## config.mk

```make
export PLATFORM = sky130hd
export DESIGN_NAME = bpr_outq
export DESIGN_NICKNAME = d
export VERILOG_FILES = /design/src/hw/rtl/bpr_pkg.sv /design/src/hw/rtl/bpr_outq.sv
export SDC_FILE = /design/constraint.sdc
export NUM_CORES = 1
export LEC_CHECK = 0
export BUFFER_PORTS_ARGS = -buffer_cell sky130_fd_sc_hd__buf_4
export CAP_MARGIN = 20
export CORE_UTILIZATION = 60
export DETAILED_ROUTE_END_ITERATION = 16
export GPL_ROUTABILITY_DRIVEN = 0
export PLACE_DENSITY = 0.83
export SLEW_MARGIN = 20
export SYNTH_ARGS = -nofsm -noshare
export SYNTH_HDL_FRONTEND = slang
export SYNTH_SLANG_ARGS = --single-unit
```

## constraint.sdc

```tcl
create_clock -name clk_i -period 5.77 [get_ports clk_i]
set_input_delay 1.154 -clock clk_i [delete_from_list [all_inputs] [get_ports clk_i]]
set_output_delay 1.154 -clock clk_i [all_outputs]
set_load 0.05 [all_outputs]
```

## src/hw/rtl/bpr_pkg.sv

```systemverilog
package bpr_pkg;

  localparam int unsigned SAMPLE_W   = 16;
  localparam int unsigned MAX_WIDTH  = 4096;
  localparam int unsigned ADDR_W     = $clog2(MAX_WIDTH);
  localparam int unsigned CNT_W      = 12;
  localparam int unsigned CFG_W      = 13;
  localparam int unsigned VSUM_W     = SAMPLE_W + 2;
  localparam int unsigned HSUM_W     = SAMPLE_W + 4;
  localparam int unsigned OUTQ_DEPTH = 4;
  localparam int unsigned OUTQ_PTR_W = $clog2(OUTQ_DEPTH);
  localparam int unsigned OUTQ_CNT_W = OUTQ_PTR_W + 1;

  localparam logic [CFG_W-1:0] LINE_WIDTH_RST = CFG_W'(512);
  localparam logic [CFG_W-1:0] WIDTH_MIN      = CFG_W'(2);
  localparam logic [CFG_W-1:0] WIDTH_MAX      = CFG_W'(MAX_WIDTH);

  typedef struct packed {
    logic                       valid;
    logic                       odd_row;
    logic                       odd_col;
    logic                       first_col;
    logic                       second_row;
    logic                       eof;
    logic signed [SAMPLE_W-1:0] sample;
  } tag_t;

  typedef struct packed {
    logic                       last;
    logic signed [SAMPLE_W-1:0] data;
  } result_t;

  function automatic logic [CNT_W-1:0] last_column(input logic [CFG_W-1:0] lw);
    logic [CFG_W-1:0] w;
    w = {lw[CFG_W-1:1], 1'b0};
    if (w < WIDTH_MIN) begin
      w = WIDTH_MIN;
    end
    if (w > WIDTH_MAX) begin
      w = WIDTH_MAX;
    end
    w = w - CFG_W'(1);
    return w[CNT_W-1:0];
  endfunction

endpackage

```

## src/hw/rtl/bpr_outq.sv

```systemverilog
module bpr_outq (
  input  logic                            clk_i,
  input  logic                            rst_ni,
  input  logic                            push_i,
  input  bpr_pkg::result_t                result_i,
  input  logic                            pop_i,
  output logic                            valid_o,
  output bpr_pkg::result_t                result_o,
  output logic [bpr_pkg::OUTQ_CNT_W-1:0]  count_o
);
  import bpr_pkg::*;

  result_t                 entry_q [OUTQ_DEPTH];
  logic [OUTQ_PTR_W-1:0]   wr_ptr_q, rd_ptr_q;
  logic [OUTQ_CNT_W-1:0]   count_q, count_d;
  logic                    do_pop;

  assign do_pop = pop_i && (count_q != '0);

  always_comb begin
    count_d = count_q;
    if (push_i && !do_pop) begin
      count_d = count_q + OUTQ_CNT_W'(1);
    end else if (!push_i && do_pop) begin
      count_d = count_q - OUTQ_CNT_W'(1);
    end
  end

  always_ff @(posedge clk_i or negedge rst_ni) begin
    if (!rst_ni) begin
      wr_ptr_q <= '0;
      rd_ptr_q <= '0;
      count_q  <= '0;
    end else begin
      count_q <= count_d;
      if (push_i) begin
        wr_ptr_q <= wr_ptr_q + OUTQ_PTR_W'(1);
      end
      if (do_pop) begin
        rd_ptr_q <= rd_ptr_q + OUTQ_PTR_W'(1);
      end
    end
  end

  always_ff @(posedge clk_i) begin
    if (push_i) begin
      entry_q[wr_ptr_q] <= result_i;
    end
  end

  assign valid_o  = (count_q != '0);
  assign result_o = entry_q[rd_ptr_q];
  assign count_o  = count_q;

endmodule

```

==> impl_metrics.json <==
{
  "grt_pass1_wl_um": 7320,
  "cts-htree-levels": 3,
  "vias": 1323,
  "hold_viol": 0,
  "top_usage_layer": "met2",
  "post_cts_buffers": 0,
  "min_path_type": "flop to flop",
  "vias_per_cell": 5.828,
  "path_cells": "mux4_1 -> buf_4",
  "dp_slack_ns": 2.667,
  "finalWirelength_um": 4784,
  "grt_usage": 0.2164,
  "peakVddDrop_uv": 459.7,
  "netlist_area_um2": 2885,
  "power.leakage_uw": 0.001258,
  "crit_family": "flip-flops",
  "die_x_um": 71.35,
  "synth.area.top_cells": "edfxtp_1 71%, mux4_1 8.2%, mux4_2 6.2%",
  "use_met3": 0.07173,
  "wl_per_cell_um": 21.07,
  "slowest_delay_ns": 1.03,
  "end_kind": "output port",
  "drt-initial-drc-count": 108,
  "synth_nets": 149,
  "critPathBufInv": 1,
  "status": "finished with violations",
  "crit_fanout": 19,
  "clk_pin_slew_ns": 0.07,
  "syn_area_per_cell_um2": 23.65,
  "yosys_most_used_dff": "edfxtp_1",
  "slew_headroom": 0.3071,
  "tns_ns": 0,
  "synthDistinctLibCells": 19,
  "path_class": "flop to output port",
  "seq_area_frac_synth": 0.7684,
  "cts_tree": "built",
  "fmax_mhz": 294.3,
  "grt_start_max_net_pins": 20,
  "drive_above_1_share": 0.3657,
  "areaGrowthSynthToFinish_pct": 18.73,
  "clk_latency_ns": 0.34,
  "post-synth-top-count-cell": "edfxtp_1",
  "holdBufCountCts": 0,
  "drtPass1Iterations": 10,
  "num_rows": 24,
  "ys_ff_latch": 75,
  "grt_use_met1": 0.2552,
  "period_minus_slack_ns": 3.398,
  "final-setup-viol-count": 0,
  "initial_core_util": 0.6449,
  "cts-buffers-inserted": 9,
  "diodes": 0,
  "antenna_found_initial": 0,
  "grt_pass1_vias": 1403,
  "period_share": 0.5890,
  "worstPathArrival_ns": 2.24,
  "cts_root_buffer": "clkbuf_8",
  "final-max-slew-violation-count": 0,
  "synth_edf_count": 68,
  "die_h_um": 71.35,
  "num_io_pins": 42,
  "synthTopCellsByCount": "68 x edfxtp_1, 9 x mux4_1, 8 x mux4_2",
  "timing.hold.ws_ns": 0.5207,
  "gr-total-overflow": 0,
  "dieArea_um2": 5090,
  "coreArea_um2": 4474,
  "use_met2": 0.3630,
  "fillers": 256,
  "place_hpwl_um": 2904,
  "synthArstFlopShare": 0.09333,
  "yosysTopAreaCell": "edfxtp_1",
  "setup.worst_path.start_class": "flop",
  "io_buffers": 41,
  "cts.path.max_buffers": 2,
  "rsz0062_at_grt": "false",
  "syn-instance-count": 122,
  "yosysWarningCount": 0,
  "crit_path_top_delay_cell": "dfrtp_1",
  "route.detailed.drc": 2,
  "netlist.area_leader.share": 0.7077,
  "violations": "DRC",
  "nNetsFinal": 197,
  "cts_repair_resize_count": 0,
  "clock-sinks": 75,
  "p_per_area_nw_per_um2": 587.7,
  "drtAntennaViolNets": 0,
  "worst_slew_pin_slew_ns": 1.039,
  "fin_skew_ns": 0.01043,
  "dpl.cell_count": 211,
  "maxCapViolations": 0,
  "required_ns": 4.62,
  "worst_slack_ns": 2.372,
  "finalNonFillerCells": 227
}
==> layout make-up <==
type	instances	area, um2	share of cell area
Tap cell	52	65.06	0.01899
Inverter	3	11.26	0.003287
Clock inverter	5	77.57	0.02264
Sequential cell	75	2217	0.6472
Clock buffer	11	131.4	0.03835
Timing Repair Buffer	41	307.8	0.08985
Multi-Input combinational cell	40	615.6	0.1797
==> final timing paths <==
| kind | startpoint | cells past startpoint | slack, ns | end |
|---|---|---|---|---|
| max | rd_ptr_q[0] | 2 | 2.37 | result_o[14] |
| min | count_o[2] | 1 | 0.52 | count_o[2] |
| max reg2reg | count_o[0] | 8 | 3.62 | count_o[2] |
| min reg2reg | count_o[2] | 1 | 0.52 | count_o[2] |
| max in group asynchronous | rst_ni | 1 | 5.03 | wr_ptr_q[1] |
| min in group asynchronous | rst_ni | 1 | 0.61 | count_o[2] |
==> sequential cells by signal (all words and copies together), names as in the netlist <==
register and flops:
wr_ptr_q 2, rd_ptr_q 2, entry_q 68, count_o 3
==> per-stage QoR <==
stage | cell area (um2) | power (uW) | utilization
final | 3426 | 2013 | 0.7657
after global routing | 3426 | 2096 | 0.7657
after floorplan | 2885 | 1399 | -
after CTS | 3426 | 2030 | 0.7657
after global placement | 3217 | 1575 | 0.7190
after detailed placement | 3217 | 1610 | 0.7190
==> layer usage <==
metal | vias to the layer above | share of wire | routed length, um
li1 | 594 | - | -
met1 | 669 | 0.38 | 1821
met2 | 51 | 0.55 | 2609
met3 | 9 | 0.058 | 276
met4 | 0 | 0.016 | 76
met5 | - | 0 | 0
==> worst reg2reg max path: stages, from the launching register on <==
cell	delay [ns]
dfrtp_1	0.44
or3_1	0.44
nand2_1	0.14
ha_1	0.19
inv_1	0.06
fa_1	0.38
xor2_1	0.15
nor2_1	0.11
xor2_1	0.17
==> cells in the final DEF (no fill, tap or decap) <==
master,instances
edfxtp_1,68
buf_4,41
mux4_1,9
clkbuf_8,9
mux4_2,8
dfrtp_1,7
ha_1,5
and2_1,4
inv_1,3
xnor2_1,3
xor2_1,3
nand2_1,2
clkinv_2,2
bufinv_16,2
clkbuf_1,2
or3_1,1
mux2_2,1
o21ai_0,1
nand3_1,1
nor2_1,1
fa_1,1
clkinvlp_4,1
==> cell families after synthesis <==
| group | share of synthesized area |
|---|---|
| flops | 0.7684 |
| simple gates | 0.01648 |
| compound gates | 0.001733 |
| buf+inv | 0.01821 |
| xor+xnor | 0.01822 |
| mux | 0.1483 |
| fa+ha+maj | 0.02862 |
==> power by group <==
group	switching, uW	internal [uW]	total [uW]
Clock	178	242	420
Combinational	487	284	770
Sequential	103	720	823
Total	767	1250	2010
(Power assumes the default switching activity.)
