==> config.mk <==
export PLATFORM = sky130hd
export DESIGN_NAME = bpr_filter
export DESIGN_NICKNAME = d
export VERILOG_FILES = /design/src/hw/rtl/bpr_pkg.sv /design/src/hw/rtl/bpr_filter.sv
export SDC_FILE = /design/constraint.sdc
export NUM_CORES = 1
export LEC_CHECK = 0
export BUFFER_PORTS_ARGS = -buffer_cell sky130_fd_sc_hd__buf_4
export CAP_MARGIN = 5
export CELL_PAD_IN_SITES_DETAIL_PLACEMENT = 1
export CELL_PAD_IN_SITES_GLOBAL_PLACEMENT = 2
export CORE_MARGIN = 5
export CORE_UTILIZATION = 33
export DETAILED_ROUTE_END_ITERATION = 7
export GPL_TIMING_DRIVEN = 0
export PLACE_DENSITY_LB_ADDON = 0.1
export SLEW_MARGIN = 30
export SYNTH_ARGS = -nofsm -noshare
export SYNTH_HDL_FRONTEND = slang
export SYNTH_SLANG_ARGS = --single-unit
==> constraint.sdc <==
create_clock -name clk_i -period 2.6 [get_ports clk_i]
set_input_delay 0.13 -clock clk_i [delete_from_list [all_inputs] [get_ports clk_i]]
set_output_delay 0.13 -clock clk_i [all_outputs]
set_load 0.005 [all_outputs]
==> src/hw/rtl/bpr_pkg.sv <==
package bpr_pkg;

  localparam int unsigned SAMPLE_W   = 16;
  localparam int unsigned MAX_WIDTH  = 4096;
  localparam int unsigned ADDR_W     = $clog2(MAX_WIDTH);
  localparam int unsigned CNT_W      = 12;
  localparam int unsigned CFG_W      = 13;
  localparam int unsigned VSUM_W     = SAMPLE_W + 2;
  localparam int unsigned HSUM_W     = SAMPLE_W + 4;
  localparam int unsigned OUTQ_DEPTH = 4;
  localparam int unsigned OUTQ_PTR_W = $clog2(OUTQ_DEPTH);
  localparam int unsigned OUTQ_CNT_W = OUTQ_PTR_W + 1;

  localparam logic [CFG_W-1:0] LINE_WIDTH_RST = CFG_W'(512);
  localparam logic [CFG_W-1:0] WIDTH_MIN      = CFG_W'(2);
  localparam logic [CFG_W-1:0] WIDTH_MAX      = CFG_W'(MAX_WIDTH);

  typedef struct packed {
    logic                       valid;
    logic                       odd_row;
    logic                       odd_col;
    logic                       first_col;
    logic                       second_row;
    logic                       eof;
    logic signed [SAMPLE_W-1:0] sample;
  } tag_t;

  typedef struct packed {
    logic                       last;
    logic signed [SAMPLE_W-1:0] data;
  } result_t;

  function automatic logic [CNT_W-1:0] last_column(input logic [CFG_W-1:0] lw);
    logic [CFG_W-1:0] w;
    w = {lw[CFG_W-1:1], 1'b0};
    if (w < WIDTH_MIN) begin
      w = WIDTH_MIN;
    end
    if (w > WIDTH_MAX) begin
      w = WIDTH_MAX;
    end
    w = w - CFG_W'(1);
    return w[CNT_W-1:0];
  endfunction

endpackage

==> src/hw/rtl/bpr_filter.sv <==
module bpr_filter (
  input  logic                              clk_i,
  input  logic                              rst_ni,
  input  bpr_pkg::tag_t                     tag_i,
  input  logic [bpr_pkg::SAMPLE_W-1:0]      even_rd_i,
  input  logic [bpr_pkg::SAMPLE_W-1:0]      odd_rd_i,
  output logic                              push_o,
  output bpr_pkg::result_t                  result_o,
  output logic                              busy_o
);
  import bpr_pkg::*;

  logic signed [VSUM_W-1:0] mid, above, v_d, v_q;
  logic                     valid_q, odd_col_q, first_col_q, eof_q;
  logic signed [VSUM_W-1:0] even_q, even_d, left_q, left_d;
  logic signed [HSUM_W-1:0] hsum;
  logic                     active;

  // vertical sum on the freshly read column
  always_comb begin
    mid   = VSUM_W'($signed(even_rd_i));
    above = tag_i.second_row ? mid : VSUM_W'($signed(odd_rd_i));
    v_d   = above + (mid <<< 1) + VSUM_W'(tag_i.sample);
  end

  always_ff @(posedge clk_i or negedge rst_ni) begin
    if (!rst_ni) begin
      valid_q <= 1'b0;
    end else begin
      valid_q <= tag_i.valid && tag_i.odd_row;
    end
  end

  always_ff @(posedge clk_i) begin
    v_q         <= v_d;
    odd_col_q   <= tag_i.odd_col;
    first_col_q <= tag_i.first_col;
    eof_q       <= tag_i.eof;
  end

  // horizontal sum and rounding
  always_comb begin
    active = valid_q;
    even_d = even_q;
    left_d = left_q;
    hsum   = HSUM_W'(left_q) + (HSUM_W'(even_q) <<< 1) + HSUM_W'(v_q) + HSUM_W'(8);
    if (active) begin
      if (!odd_col_q) begin
        even_d = v_q;
        if (first_col_q) begin
          left_d = v_q;
        end
      end else begin
        left_d = v_q;
      end
    end
  end

  always_ff @(posedge clk_i or negedge rst_ni) begin
    if (!rst_ni) begin
      even_q <= '0;
      left_q <= '0;
    end else begin
      even_q <= even_d;
      left_q <= left_d;
    end
  end

  assign push_o        = active && odd_col_q;
  assign result_o.data = hsum[HSUM_W-1:4];
  assign result_o.last = eof_q;
  assign busy_o        = active && odd_col_q;

endmodule

==> results.ini, run 1 <==
[die]
rows=42
die_area_mm2=0.0160
core_area_mm2=0.0133
die_x_um=126
initial_utilization_pct=33.7
die_h_um=126
io_pins=75

[yosys]
syn_nets=554
synth.largest_area_cell=dfrtp_1
seq_area_frac_synth_pct=30.1
synth-edff-count=0
yosys_warnings=0
synth_cell_type_count=47
ys_ff_latch=58
synth_ff_type=dfrtp_1
synth_top_area_share_pct=20.7
synth_area_leaders=dfrtp_1 21%, fa_1 16%, ha_1 14%
postSynthCellCount=413
synthArstFlopShare_pct=63.8
syn_avg_cell_area_um2=10.8
syn_area_mm2=0.00448

[clock_tree]
clockBufferDepth=2
cts_sinks=58
clk_latency_ns=0.32
numCtsBuffers=9
path_clk_slew_ns=0.05
cts_tree=yes
cts_root_buf=clkbuf_16
h-tree-depth=3

[sta]
setup_ws_ns=-0.633
whs_ns=0.0277
hold_viol_final=0
tightest_slew_ns=0.682
max_freq_mhz=309
setup-tns-final_ns=-6.71
max_slew_margin_pct=54.2
slew_viol_final=0
rsz0062_at_grt=true
period_minus_slack_ns=3.23
min_period_over_period_pct=124
skew_ns=0.00852
setup_viol=15

[cells_and_area]
fillers=1445
insertedDiodeCount=0
nets=659
mostFrequentLayoutCells=89 x buf_4, 37 x mux2_2, 37 x dfrtp_1
syn2layout_area_growth_pct=38.0
drive_above_1_share_pct=42.3
final_common_cell=buf_4
regArea_mm2=0.00135
multiInputGateArea_mm2=0.00335

[setup_path]
rrSetupSlack_ns=0.72
worstSetupPathType=reg -> out
cp.arrival_ns=3.10
end_kind=output port
crit_fanout=3
crit_path_start_kind=flip-flop
critPathRequiredTime_ns=2.47

[run_status]
violations=setup timing
status=complete, but fails checks

[routing]
drtIter0Drc=117
vias=3263
drc=0
detail-route-antenna-nets=0
post_drt_wl_per_cell_um=14.5
first_pass_iters=4
routed_wl_mm=10.1
drt-vias-per-instance=4.67

[hold_path]
min_path_type=in -> reg

[grt]
grt_pass1_wl_mm=17.4
antenna_found_initial=0
grt_overflow=0
grt_usage_pct=13.2
grt_max_degree=38
grt_pass1_vias=3630

[placed_design]
post-dp-hpwl_mm=7.83
place_congestion=0.747
io_buffers=73

[run]
drv_cap=0

-- sequential cells by signal, summed over array words and instances (netlist names) --
name and count:
even_q 18, left_q 18, v_q 18, active 1
eof_q 1, first_col_q 1, odd_col_q 1
-- worst paths after layout --
check                                 from      endpoint  cells past startpoint
worst max-delay path            even_q[10]  result_o[15]                     13
max in group asynchronous           rst_ni    even_q[16]                      2
worst min-delay path             tag_i[21]        active                      2
worst min register to register   left_q[5]     left_q[5]                      2
min in group asynchronous           rst_ni     left_q[3]                      2
worst max register to register   odd_col_q    left_q[15]                      3
-- critical path, cell delays in order (launching register included) --
cell and delay [ns]:
dfrtp_1 0.37, inv_2 0.05, fa_1 0.51, inv_2 0.04, ha_4 0.26, ha_4 0.19, a21o_1 0.16, a21o_1 0.16
a221o_1 0.35, o21ai_2 0.20, a31oi_4 0.12, nor2_2 0.13, xnor2_1 0.12, buf_4 0.13
-- repair_timing --
action / CTS / global route
pin swaps: 31 / 24
hold endpoints to repair: 40 / 0
hold buffers: 4 / 0
setup buffers: 10 / 9
resized for setup: 39 / 16
setup endpoints to repair: 19 / 20
-- cell usage after synthesis (3+ instances only) --
| library cell | instances |
|---|---|
| ha_1 | 50 |
| inv_1 | 44 |
| mux2_2 | 38 |
| dfrtp_1 | 37 |
| fa_1 | 35 |
| nand2_1 | 28 |
| o21ai_0 | 22 |
| xnor2_1 | 22 |
| dfxtp_1 | 21 |
| a21oi_1 | 15 |
| a21o_1 | 9 |
| nor2_1 | 8 |
| xor2_1 | 8 |
| clkbuf_1 | 5 |
| nor3_1 | 5 |
| a21oi_2 | 4 |
| a31oi_1 | 4 |
| and3_1 | 4 |
| nand2b_1 | 4 |
| nand3_1 | 4 |
| o21bai_1 | 4 |
| a211oi_1 | 3 |
| nor2b_1 | 3 |
| o21a_1 | 3 |
| o21ai_1 | 3 |
-- kinds of logic (layout without fill, tap and decap cells) --
family	Yosys count	in the layout	share of synthesized area, %
flip-flops	58	58	30.1
XOR/XNOR	30	30	5.87
AO/OA/AOI/OAI	82	82	12.7
buffers and inverters	53	163	4.61
adder cells (fa/ha/maj)	85	85	29.6
multiplexers	39	39	9.78
AND/OR/NAND/NOR	66	66	7.38
-- metrics by stage --
step | cells | util, % | worst slack, ns | cell area, µm²
after CTS | 692 | 45.4 | -0.688 | 6030
after detailed placement | 662 | 40.8 | -0.523 | 5430
after global placement | 662 | 40.8 | -0.525 | 5430
after floorplan | 413 | - | -0.153 | 4660
final | 699 | 46.5 | -0.633 | 6180
after global routing | 699 | 46.5 | -0.747 | 6180
-- layer usage --
metal / global-route usage, % / wire length (µm) / up-vias
met5: 0 / 0 / -
met4: 4.73 / 149 / 0
met3: 2.14 / 334 / 8
met2: 22.2 / 4940 / 60
met1: 17.2 / 4720 / 1565
li1: - / - / 1630
-- final cells by class --
type	count	area share, %
multi-input combinational	302	54.3
sequential	58	21.8
timing repair buffer	94	11.8
clock buffer	14	4.43
tap	176	3.56
inverter	44	2.67
buffer	9	1.28
clock inverter	2	0.162
Power of run 1 is not shown: default switching activity piles up to over one toggle a cycle in this logic, so the estimate is an artifact.
==> run 2: changes to the inputs <==
--- a/config.mk
+++ b/config.mk
@@ -6,11 +6,11 @@
 export NUM_CORES = 1
 export LEC_CHECK = 0
 export BUFFER_PORTS_ARGS = -buffer_cell sky130_fd_sc_hd__buf_4
-export CAP_MARGIN = 5
 export CELL_PAD_IN_SITES_DETAIL_PLACEMENT = 1
 export CELL_PAD_IN_SITES_GLOBAL_PLACEMENT = 2
 export CORE_MARGIN = 5
-export CORE_UTILIZATION = 33
+export CORE_UTILIZATION = 34
+export CTS_BUF_LIST = sky130_fd_sc_hd__clkbuf_4 sky130_fd_sc_hd__clkbuf_8
 export DETAILED_ROUTE_END_ITERATION = 7
 export GPL_TIMING_DRIVEN = 0
 export PLACE_DENSITY_LB_ADDON = 0.1
==> run 2 against run 1 <==
  * The flow still finishes with violations (setup timing)
  * Non-clock buffer count is 6 higher
  * Core utilization is 0.47 points higher
  * Final area shrank 0.59%
  * Routed wire length fell by 6.1%
  * Die area decreased by 2.7%
  * Largest cell class unchanged
  * Highest routed layer unchanged
==> results.ini, run 2 (same netlist as run 1, synthesis figures left out) <==
[die]
rows=42
die_h_um=125
io_pins=75
die_area_mm2=0.0156
die_x_um=125
core_area_mm2=0.0131
initial_utilization_pct=34.2

[run]
drv_cap=0

[cells_and_area]
insertedDiodeCount=0
fillers=1402
drive_above_1_share_pct=43.7
syn2layout_area_growth_pct=37.2
top_regs=even_q x18, left_q x18, v_q x18
fin_cells=705
nets=665
final_common_cell=buf_4
mostFrequentLayoutCells=90 x buf_4, 37 x mux2_2, 37 x dfrtp_1

[setup_path]
crit_family=adder cells
crit_start=v_q[11]
reg2reg_depth=3
critical_path_buf_inv_count=3
crit_fanout=4
cp.arrival_ns=3.11
reg2reg_from=odd_col_q
crit_path_start_kind=flip-flop
worstSetupPathType=reg -> out
critPathRequiredTime_ns=2.47
rrSetupSlack_ns=0.73
slowest_stage=fa_1
end_kind=output port
rr_endpoint=left_q[10]
worst_path_largest_cell_delay_ns=0.54
crit_path_cell_trace=inv_2 > fa_1 > inv_2 > ha_4 > ha_4 > a21o_1 > a21o_1 > a221o_1 > o21ai_2 > a31oi_2 > nor2_1 > xnor2_1 > buf_4

[clock_tree]
h-tree-depth=3
path_clk_slew_ns=0.06
numCtsBuffers=9
cts_sinks=58
clockBufferDepth=2
cts_root_buf=clkbuf_8
clk_latency_ns=0.32
cts_tree=yes

[sta]
min_period_over_period_pct=125
hold_viol_final=0
tightest_slew_ns=0.643
max_slew_margin_pct=56.8
skew_ns=0.00543
slew_viol_final=0
rsz0062_at_grt=true
max_freq_mhz=308
period_minus_slack_ns=3.24
setup_ws_ns=-0.644
setup_viol=16

[placed_design]
place_congestion=0.741
dpl.cell_count=662
io_buffers=73
post-dp-hpwl_mm=7.73

[grt]
antenna_found_initial=0
grt_pass1_vias=3507
grt_pass1_wl_mm=16.5
grt_overflow=0
grt_usage_pct=12.7
grt_max_degree=38

[routing]
first_pass_iters=4
detail-route-antenna-nets=0
routed_wl_mm=9.53
drt-vias-per-instance=4.62
drc=0
drtIter0Drc=107
post_drt_wl_per_cell_um=13.5
vias=3256

[run_status]
status=complete, but fails checks
violations=setup timing

[hold_path]
min-delay-start=tag_i[0]
holdPathStages=2
holdPathEnd=v_q[0]
min_path_type=in -> reg

==> run 2: cell types whose count changed in the layout (fill, tap and decap cells not counted), moves of 2 or more <==
cell           change
xnor2_1            -3
clkbuf_16          -9
nor2b_1            -2
dlygate4sd3_1      +2
nor2b_2            +2
clkbuf_8           +9
xnor2_2            +3
a31oi_4            -2
buf_6              +3
clkbuf_4           +2
clkbuf_1           -2
a31oi_2            +2
==> run 2: repair_timing <==
action / 4_1_cts / 5_1_grt
resized for setup: 37 / 22
pin swaps: 20 / 32
hold endpoints to repair: 41 / 0
hold buffers: 6 / 0
endpoints found under the setup margin: 17 / 20
buffers inserted: 10 / 13
==> run 2: cell type report <==
cell class,instances,area [µm²],area share [%]
multi-input combinational,302,3350,54.5
sequential,58,1350,22.0
timing repair buffer,100,788,12.8
tap,176,220,3.58
clock buffer,14,180,2.93
inverter,44,168,2.73
buffer,9,78.8,1.28
clock inverter,2,10.0,0.163
==> run 2: worst max path at each step <==
stage | endpoint | slack, ns | depth (start not counted)
finish | result_o[15] | -0.64 | 13
global route | result_o[15] | -0.79 | 13
CTS | result_o[15] | -0.72 | 13
detailed placement | result_o[15] | -0.54 | 11
global placement | result_o[15] | -0.52 | 11
floorplan | v_q[17] | -0.15 | 14
==> run 2: per-layer routing <==
| layer | vias up | GRT usage (%) | routed length [µm] |
|---|---|---|---|
| li1 | 1640 | - | - |
| met1 | 1549 | 17.1 | 4570 |
| met2 | 60 | 20.5 | 4530 |
| met3 | 7 | 2.66 | 323 |
| met4 | 0 | 3.68 | 100 |
| met5 | - | 0 | 0 |
==> run 2: stage by stage <==
stage	hold WS (ns)	TNS (ns)	utilization (%)	worst slack, ns	instance area, µm²
floorplan	-0.166	-0.549	-	-0.153	4660
CTS	0.0144	-7.42	45.5	-0.716	5960
global route	0.0186	-9.34	46.9	-0.785	6140
global placement	0.124	-5.12	41.5	-0.523	5430
detailed placement	0.131	-5.36	41.5	-0.539	5430
finish	0.0350	-6.98	46.9	-0.644	6140
Power of run 2 is left out for the same reason.
